--- src/rtl/smbp_pkg.sv ---
package smbp_pkg;

  localparam int POOL_DEPTH_DEF = 16;
  localparam int DIM_W          = 14;
  localparam int STATUS_W       = 3;

  localparam logic KIND_ACQUIRE = 1'b0;
  localparam logic KIND_RELEASE = 1'b1;

  localparam logic [STATUS_W-1:0] ST_EXACT    = 3'd0;
  localparam logic [STATUS_W-1:0] ST_RESIZED  = 3'd1;
  localparam logic [STATUS_W-1:0] ST_FRESH    = 3'd2;
  localparam logic [STATUS_W-1:0] ST_REFUSED  = 3'd3;
  localparam logic [STATUS_W-1:0] ST_RELEASED = 3'd4;
  localparam logic [STATUS_W-1:0] ST_IGNORED  = 3'd5;

  // request from the port side to the sequencer
  typedef struct packed {
    logic start;
    logic kind;
    logic backend;
  } smbp_cmd_t;

  // sequencer state seen by the port side
  typedef struct packed {
    logic                idle;
    logic                valid;
    logic [STATUS_W-1:0] status;
  } smbp_stat_t;

endpackage

--- src/rtl/smbp_ram.sv ---
module smbp_ram #(
  parameter int WIDTH = 8,
  parameter int DEPTH = 16,
  parameter int AW    = (DEPTH > 1) ? $clog2(DEPTH) : 1
) (
  input  logic             clk,
  input  logic             we,
  input  logic [AW-1:0]    waddr,
  input  logic [WIDTH-1:0] wdata,
  input  logic [AW-1:0]    raddr,
  output logic [WIDTH-1:0] rdata
);

  logic [WIDTH-1:0] mem [DEPTH];

  always_ff @(posedge clk) begin
    if (we) begin
      mem[waddr] <= wdata;
    end
    rdata <= mem[raddr];
  end

endmodule

--- src/rtl/smbp_ctrl.sv ---
module smbp_ctrl
  import smbp_pkg::*;
#(
  parameter int POOL_DEPTH = POOL_DEPTH_DEF,
  parameter int ID_W       = $clog2(POOL_DEPTH + 1)
) (
  input  logic             clk,
  input  logic             rst,
  input  smbp_cmd_t        cmd,
  input  logic [DIM_W-1:0] cmd_width,
  input  logic [DIM_W-1:0] cmd_height,
  input  logic [ID_W-1:0]  cmd_id,
  input  logic             res_take,
  output smbp_stat_t       stat,
  output logic [ID_W-1:0]  res_id
);

  localparam int IDX_W = (POOL_DEPTH > 1) ? $clog2(POOL_DEPTH) : 1;
  localparam int SZ_W  = 2 * DIM_W;

  localparam logic [2:0] S_IDLE  = 3'd0;
  localparam logic [2:0] S_SCAN  = 3'd1;
  localparam logic [2:0] S_SIZE  = 3'd2;
  localparam logic [2:0] S_SHIFT = 3'd3;
  localparam logic [2:0] S_LAST  = 3'd4;
  localparam logic [2:0] S_PUT   = 3'd5;

  localparam logic [ID_W-1:0] DEPTH_C = ID_W'(POOL_DEPTH);
  localparam logic [ID_W-1:0] ONE_C   = ID_W'(1);

  logic [2:0]          state, state_next;
  logic                kind_q;
  logic [DIM_W-1:0]    width_q, height_q;
  logic [ID_W-1:0]     id_q;
  logic [ID_W-1:0]     idx, idx_next;
  logic [ID_W-1:0]     cur_id, cur_id_next;
  logic [ID_W-1:0]     issued, issued_next;
  logic [ID_W-1:0]     fcount, fcount_next;
  logic [ID_W-1:0]     res_q, res_q_next;
  logic [STATUS_W-1:0] res_st, res_st_next;

  logic             f_we;
  logic [IDX_W-1:0] f_waddr, f_raddr;
  logic [ID_W-1:0]  f_wdata, f_rdata;
  logic             s_we;
  logic [IDX_W-1:0] s_waddr, s_raddr;
  logic [SZ_W-1:0]  s_wdata, s_rdata;

  logic [ID_W:0]   idx_p1, idx_p2;
  logic [ID_W-1:0] fcount_m1, rdata_m1, issued_p1;

  assign idx_p1    = {1'b0, idx} + (ID_W + 1)'(1);
  assign idx_p2    = {1'b0, idx} + (ID_W + 1)'(2);
  assign fcount_m1 = fcount - ONE_C;
  assign rdata_m1  = f_rdata - ONE_C;
  assign issued_p1 = issued + ONE_C;

  smbp_ram #(.WIDTH(ID_W), .DEPTH(POOL_DEPTH)) u_free_ram (
    .clk   (clk),
    .we    (f_we),
    .waddr (f_waddr),
    .wdata (f_wdata),
    .raddr (f_raddr),
    .rdata (f_rdata)
  );

  smbp_ram #(.WIDTH(SZ_W), .DEPTH(POOL_DEPTH)) u_size_ram (
    .clk   (clk),
    .we    (s_we),
    .waddr (s_waddr),
    .wdata (s_wdata),
    .raddr (s_raddr),
    .rdata (s_rdata)
  );

  always_comb begin
    state_next  = state;
    idx_next    = idx;
    cur_id_next = cur_id;
    issued_next = issued;
    fcount_next = fcount;
    res_q_next  = res_q;
    res_st_next = res_st;
    f_we        = 1'b0;
    f_waddr     = fcount[IDX_W-1:0];
    f_wdata     = id_q;
    f_raddr     = idx[IDX_W-1:0];
    s_we        = 1'b0;
    s_waddr     = issued[IDX_W-1:0];
    s_wdata     = {width_q, height_q};
    s_raddr     = rdata_m1[IDX_W-1:0];

    case (state)
      S_IDLE: begin
        if (cmd.start) begin
          idx_next   = '0;
          f_raddr    = '0;
          res_q_next = '0;
          state_next = S_PUT;
          if (cmd.kind == KIND_ACQUIRE) begin
            if (cmd_width == '0 || cmd_height == '0 || !cmd.backend) begin
              res_st_next = ST_REFUSED;
            end else if (fcount != '0) begin
              state_next = S_SCAN;
            end else if (issued < DEPTH_C) begin
              s_we        = 1'b1;
              s_wdata     = {cmd_width, cmd_height};
              issued_next = issued_p1;
              res_q_next  = issued_p1;
              res_st_next = ST_FRESH;
            end else begin
              res_st_next = ST_REFUSED;
            end
          end else begin
            if (cmd_id == '0 || cmd_id > issued) begin
              res_st_next = ST_IGNORED;
            end else if (fcount != '0) begin
              state_next = S_SCAN;
            end else begin
              // empty free list: append directly
              f_we        = 1'b1;
              f_wdata     = cmd_id;
              fcount_next = fcount + ONE_C;
              res_st_next = ST_RELEASED;
            end
          end
        end
      end
      S_SCAN: begin
        if (kind_q == KIND_ACQUIRE) begin
          cur_id_next = f_rdata;
          state_next  = S_SIZE;
        end else if (f_rdata == id_q) begin
          res_st_next = ST_IGNORED;
          state_next  = S_PUT;
        end else if (idx_p1 < {1'b0, fcount}) begin
          idx_next = idx_p1[ID_W-1:0];
          f_raddr  = idx_p1[IDX_W-1:0];
        end else if (fcount >= DEPTH_C) begin
          res_st_next = ST_IGNORED;
          state_next  = S_PUT;
        end else begin
          f_we        = 1'b1;
          fcount_next = fcount + ONE_C;
          res_st_next = ST_RELEASED;
          state_next  = S_PUT;
        end
      end
      S_SIZE: begin
        if (s_rdata == {width_q, height_q}) begin
          if (idx_p1 < {1'b0, fcount}) begin
            f_raddr    = idx_p1[IDX_W-1:0];
            state_next = S_SHIFT;
          end else begin
            fcount_next = fcount_m1;
            res_q_next  = cur_id;
            res_st_next = ST_EXACT;
            state_next  = S_PUT;
          end
        end else if (idx_p1 < {1'b0, fcount}) begin
          idx_next   = idx_p1[ID_W-1:0];
          f_raddr    = idx_p1[IDX_W-1:0];
          state_next = S_SCAN;
        end else begin
          // no exact fit: take the newest free id
          f_raddr    = fcount_m1[IDX_W-1:0];
          state_next = S_LAST;
        end
      end
      S_SHIFT: begin
        // close the gap: entry idx takes entry idx+1
        f_we     = 1'b1;
        f_waddr  = idx[IDX_W-1:0];
        f_wdata  = f_rdata;
        idx_next = idx_p1[ID_W-1:0];
        if (idx_p2 < {1'b0, fcount}) begin
          f_raddr = idx_p2[IDX_W-1:0];
        end else begin
          fcount_next = fcount_m1;
          res_q_next  = cur_id;
          res_st_next = ST_EXACT;
          state_next  = S_PUT;
        end
      end
      S_LAST: begin
        s_we        = 1'b1;
        s_waddr     = rdata_m1[IDX_W-1:0];
        fcount_next = fcount_m1;
        res_q_next  = f_rdata;
        res_st_next = ST_RESIZED;
        state_next  = S_PUT;
      end
      S_PUT: begin
        if (res_take) begin
          state_next = S_IDLE;
        end
      end
      default: begin
        state_next = S_IDLE;
      end
    endcase
  end

  always_ff @(posedge clk) begin
    if (rst) begin
      state  <= S_IDLE;
      issued <= '0;
      fcount <= '0;
    end else begin
      state  <= state_next;
      issued <= issued_next;
      fcount <= fcount_next;
    end
  end

  always_ff @(posedge clk) begin
    if (state == S_IDLE && cmd.start) begin
      kind_q   <= cmd.kind;
      width_q  <= cmd_width;
      height_q <= cmd_height;
      id_q     <= cmd_id;
    end
    idx    <= idx_next;
    cur_id <= cur_id_next;
    res_q  <= res_q_next;
    res_st <= res_st_next;
  end

  assign stat.idle   = (state == S_IDLE);
  assign stat.valid  = (state == S_PUT);
  assign stat.status = res_st;
  assign res_id      = res_q;

endmodule

--- src/rtl/size_matched_buffer_pool.sv ---
// Pool of sized buffers, ids 1 to POOL_DEPTH.
// s_* takes one request per item: tuser is the kind (0 acquire, 1 release),
// tdata carries width, height and buffer_id. m_* returns one item per
// request: tdata is the granted id, tuser the status code.
// cfg_* writes backend_ready; write it only while the pool is idle.
// s_tready is high only while the sequencer is idle, so one request is in
// work at a time. Refused requests, fresh ids and a release onto an empty
// free list go from idle straight to the result state, then into the output
// register. A request that walks the free list reads, for each entry looked
// at, the free-list entry and then (in an acquire) the size of that id; a
// release only reads the free-list entry. When an exact match is taken out,
// the entries behind it move down one by one; with no exact fit the newest
// free id is resized. Both lists sit in single-port-read RAMs.
// The result sits in an output register, so a new request can be taken
// while m_tready is low; the next result waits in the sequencer until that
// register frees up.
// rst clears the id counter, the free list and the output, and sets
// backend_ready to one.
module size_matched_buffer_pool
  import smbp_pkg::*;
#(
  parameter int POOL_DEPTH = POOL_DEPTH_DEF,
  parameter int ID_W       = $clog2(POOL_DEPTH + 1),
  parameter int IN_DW      = ((2 * DIM_W + ID_W + 7) / 8) * 8,
  parameter int OUT_DW     = ((ID_W + 7) / 8) * 8
) (
  input  logic                clk,
  input  logic                rst,
  input  logic                s_tvalid,
  output logic                s_tready,
  input  logic [IN_DW-1:0]    s_tdata,   // width, height, buffer_id
  input  logic                s_tuser,   // kind
  output logic                m_tvalid,
  input  logic                m_tready,
  output logic [OUT_DW-1:0]   m_tdata,   // granted_id
  output logic [STATUS_W-1:0] m_tuser,   // status
  input  logic                cfg_valid,
  output logic                cfg_ready,
  input  logic                cfg_data
);

  logic                backend;
  smbp_cmd_t           cmd;
  smbp_stat_t          stat;
  logic [ID_W-1:0]     res_id;
  logic                res_take;
  logic [ID_W-1:0]     out_id;
  logic [STATUS_W-1:0] out_st;

  assign cfg_ready = 1'b1;
  assign s_tready  = stat.idle;
  assign res_take  = !m_tvalid || m_tready;

  assign cmd.start   = s_tvalid && s_tready;
  assign cmd.kind    = s_tuser;
  assign cmd.backend = backend;

  smbp_ctrl #(.POOL_DEPTH(POOL_DEPTH), .ID_W(ID_W)) u_ctrl (
    .clk        (clk),
    .rst        (rst),
    .cmd        (cmd),
    .cmd_width  (s_tdata[DIM_W-1:0]),
    .cmd_height (s_tdata[2*DIM_W-1:DIM_W]),
    .cmd_id     (s_tdata[2*DIM_W+ID_W-1:2*DIM_W]),
    .res_take   (res_take),
    .stat       (stat),
    .res_id     (res_id)
  );

  always_ff @(posedge clk) begin
    if (rst) begin
      backend  <= 1'b1;
      m_tvalid <= 1'b0;
    end else begin
      if (cfg_valid && cfg_ready) begin
        backend <= cfg_data;
      end
      if (stat.valid && res_take) begin
        m_tvalid <= 1'b1;
      end else if (m_tready) begin
        m_tvalid <= 1'b0;
      end
    end
  end

  always_ff @(posedge clk) begin
    if (stat.valid && res_take) begin
      out_id <= res_id;
      out_st <= stat.status;
    end
  end

  assign m_tdata = OUT_DW'(out_id);
  assign m_tuser = out_st;

endmodule

--- config.mk ---
export PLATFORM = sky130hd
export DESIGN_NAME = size_matched_buffer_pool
export DESIGN_NICKNAME = d
export VERILOG_FILES = /design/src/rtl/smbp_pkg.sv /design/src/rtl/smbp_ram.sv /design/src/rtl/smbp_ctrl.sv /design/src/rtl/size_matched_buffer_pool.sv
export SDC_FILE = /design/constraint.sdc
export NUM_CORES = 1
export LEC_CHECK = 0
export ABC_CLOCK_PERIOD_IN_PS = 8500
export BUFFER_PORTS_ARGS = -buffer_cell sky130_fd_sc_hd__buf_2
export CAP_MARGIN = 20
export CORE_MARGIN = 5
export CORE_UTILIZATION = 45
export CTS_CLUSTER_DIAMETER = 100
export DETAILED_ROUTE_END_ITERATION = 8
export GPL_ROUTABILITY_DRIVEN = 0
export PLACE_DENSITY_LB_ADDON = 0.3
export RECOVER_POWER = 50
export SYNTH_ARGS = -nofsm -noshare
export SYNTH_HDL_FRONTEND = slang
export SYNTH_HIERARCHICAL = 1
export SYNTH_SLANG_ARGS = --single-unit
--- constraint.sdc ---
create_clock -name clk -period 8.5 [get_ports clk]
set_input_delay 0.85 -clock clk [delete_from_list [all_inputs] [get_ports clk]]
set_output_delay 0.85 -clock clk [all_outputs]
set_load 0.02 [all_outputs]
==> flow_summary.toml <==
[clock_tree]
tritoncts = "yes"
max-clock-path-buffers = 3
numClockSinks = 636
insertion_delay_ps = 600
clk_pin_slew_ps = 60
cts_resized = 0
cts_hold_buffers = 0
postCtsSetupRepairBufs = 0
htreeDepth = 3
root_buffer = "clkbuf_16"
cts_inserted_buffers = 67

[synth]
synthTopCellsByArea = "edfxtp_1 69%, mux4_2 10%, dfxtp_1 3.8%"
syn_avg_cell_area_um2 = 18.7
syn_area_um2 = 25600
async_flop_share = 0
synth.most_common_cell = "edfxtp_1"
synth-seq-cells = 636
synth_cell_types = 67
synth-seq-area-share = 0.728
synth_common_cells = "588 x edfxtp_1, 117 x mux4_2, 66 x a22oi_1"
yosysTopAreaCell = "edfxtp_1"
ys.flop_type = "edfxtp_1"
synth_edf_count = 588
synth_cells = 1367
synth_warnings = 6
synth_top_area_frac = 0.690

[sta]
fmax_mhz = 159
finalHoldViolCount = 0
skew_ps = 30.3
final_max_slew_viol_count = 65
rsz0062_at_grt = "no"
final-setup-viol-count = 0
period_share = 0.739
tightest_slew_ps = 3460
tns_ps = 0
relSlewSlack = -1.31
min_period_ps = 6280

[route]
vias = 13200
ant_nets = 0
wirelength_um = 56200
avgViaCountPerCell = 5.81
drc = 0
drt_iter0_markers = 1173
first_pass_iters = 5
wl_per_cell_um = 24.9

[critical_path]
path_class = "reg -> reg"
r2r-end = "u_ctrl/u_size_ram/mem[15][1]"
critPathRequiredTime_ps = 8730
cp_max_fo = 35
r2r-start = "u_ctrl/state[1]"
rrSetupSlack_ps = 2220
r2r_cells = 11
critPathLaunchType = "flip-flop"
arrival_ps = 6510
cp-end-kind = "flip-flop"

[global_route]
grt_max_degree = 65
antenna_found_initial = 1
first_global_vias = 13300
track_usage = 0.179
grt_pass1_wl_um = 84400
overflow = 0

[finish]
syn2layout_area_growth_pct = 13.2
nFillCells = 4547
drive_gt1_frac = 0.190
final_nets = 1520
fin_cells = 2262
insertedDiodeCount = 0

[min_path]
holdPathEnd = "out_id[0]"
hold_class = "reg -> reg"
whs_path_depth = 0
hold_start = "u_ctrl/res_id[0]"

[pwr]
vdd_drop_max_v = 0.000260
power_density_nw_per_um2 = 379
cellLeakagePower_uw = 0.00918

[floorplanning]
die_w_um = 248
num_io_pins = 61
core_um2 = 56400
die_area_um2 = 61700
start_util = 0.454
dieHeight_um = 248
rows = 87

[status]
outcome = "finished, violations left"
violations = "capacitance limit, slew limit"

[placement]
dp_hpwl_um = 32900
port_buffers = 49
dp_cells = 2139

[flow_run]
maxCapViolations = 2
through the flow:
stage	worst slack, ps	hold WS [ps]	total power, µW	util	instance area [µm²]
after floorplan	2350	400	7050	-	25600
after global placement	3250	410	8020	0.474	26700
after detailed placement	3160	414	8100	0.475	26800
after CTS	3120	422	11100	0.515	29100
after global routing	1650	440	11500	0.513	28900
final	2220	421	11000	0.513	28900
cell usage in the layout (no fill, tap or decap), drive strengths merged, types with 5 or more instances in the layout:
master | Yosys | final
nor2 | 63 | 63
edfxtp | 588 | 588
o21ai | 21 | 21
clkinv | 0 | 12
nand2 | 63 | 63
nand3 | 23 | 23
xnor2 | 41 | 41
a22oi | 66 | 66
bufinv | 0 | 8
dfxtp | 48 | 48
buf | 31 | 29
mux4 | 132 | 132
a21oi | 23 | 23
ha | 20 | 20
mux2i | 8 | 8
nor4 | 9 | 9
nor2b | 18 | 18
nand2b | 9 | 9
or4 | 6 | 6
mux2 | 32 | 32
nor3 | 21 | 21
xor2 | 8 | 8
nand4 | 10 | 10
inv | 21 | 24
and3 | 6 | 6
a221oi | 5 | 5
and2 | 5 | 5
o211ai | 6 | 6
clkbuf | 34 | 146
cell families (layout without fill, tap and decap cells):
| group | count (synthesis) | count (layout) | share of synthesized area |
|---|---|---|---|
| AOI/OAI and AO/OA | 155 | 155 | 0.0424 |
| xor gates and xnor gates | 49 | 49 | 0.0168 |
| adders and majority gates | 20 | 20 | 0.00978 |
| buffers and inverters | 86 | 223 | 0.0197 |
| DFF | 636 | 636 | 0.728 |
| muxes | 172 | 172 | 0.136 |
| other | 2 | 4 | 0.000294 |
| and+or+nand+nor | 247 | 247 | 0.0477 |
worst max-delay path: stages, from the launching register on:
cell	delay (ps)
dfxtp_1	480
nor2_1	380
nand2_1	190
inv_1	300
and2_0	370
and3_1	1670
nand2_1	210
nor3_1	300
or2_2	200
nand3_1	270
nor2_1	980
buf_4	540
state kept, by name, indices dropped and copies added, names as in the netlist:
signal and count:
u_ctrl/res_id 5, u_ctrl/kind_q 1, u_ctrl/height_q 14, u_ctrl/u_free_ram/rdata 5, u_ctrl/u_free_ram/mem 80, u_ctrl/id_q 5
u_ctrl/fcount 5, u_ctrl/cur_id 5, m_tvalid 1, u_ctrl/idx 5, backend 1, u_ctrl/issued 5
u_ctrl/u_size_ram/mem 448, u_ctrl/res_st 3, u_ctrl/u_size_ram/rdata 28, u_ctrl/width_q 14, out_id 5, u_ctrl/state 3
m_tuser 3
report_power, final:
part | switching (µW) | internal [µW]
Combinational | 2250 | 1450
Sequential | 199 | 4100
Clock | 1170 | 1810
Total | 3620 | 7360
layout make-up:
type,count,area (µm²),share of cell area
Clock buffer,95,1900,0.0655
Clock inverter,27,379,0.0131
Inverter,21,86.3,0.00298
Multi-Input combinational cell,647,6570,0.227
Sequential cell,636,18600,0.643
Tap cell,756,946,0.0327
Timing Repair Buffer,80,455,0.0157
how the worst max path moves through the flow:
| stage | startpoint | end | cells after the start |
|---|---|---|---|
| 2_1_floorplan | u_ctrl/state[1] | u_ctrl/u_size_ram/mem[0][0] | 12 |
| 3_3_place_gp | u_ctrl/state[1] | u_ctrl/u_size_ram/mem[8][8] | 11 |
| 3_5_place_dp | u_ctrl/state[1] | u_ctrl/u_size_ram/mem[12][0] | 11 |
| 4_1_cts | u_ctrl/state[1] | u_ctrl/u_size_ram/mem[12][27] | 11 |
| 5_1_grt | u_ctrl/state[1] | u_ctrl/u_size_ram/mem[9][10] | 11 |
| 6_report | u_ctrl/state[1] | u_ctrl/u_size_ram/mem[15][1] | 11 |
routing by layer:
| layer | up-vias | GRT usage | wire length (µm) |
|---|---|---|---|
| met4 | 2 | 0.0432 | 1110 |
| li1 | 5736 | - | - |
| met5 | - | 0 | 13 |
| met1 | 6846 | 0.260 | 24700 |
| met2 | 484 | 0.283 | 26900 |
| met3 | 83 | 0.0372 | 3530 |
(Power assumes the default switching activity.)
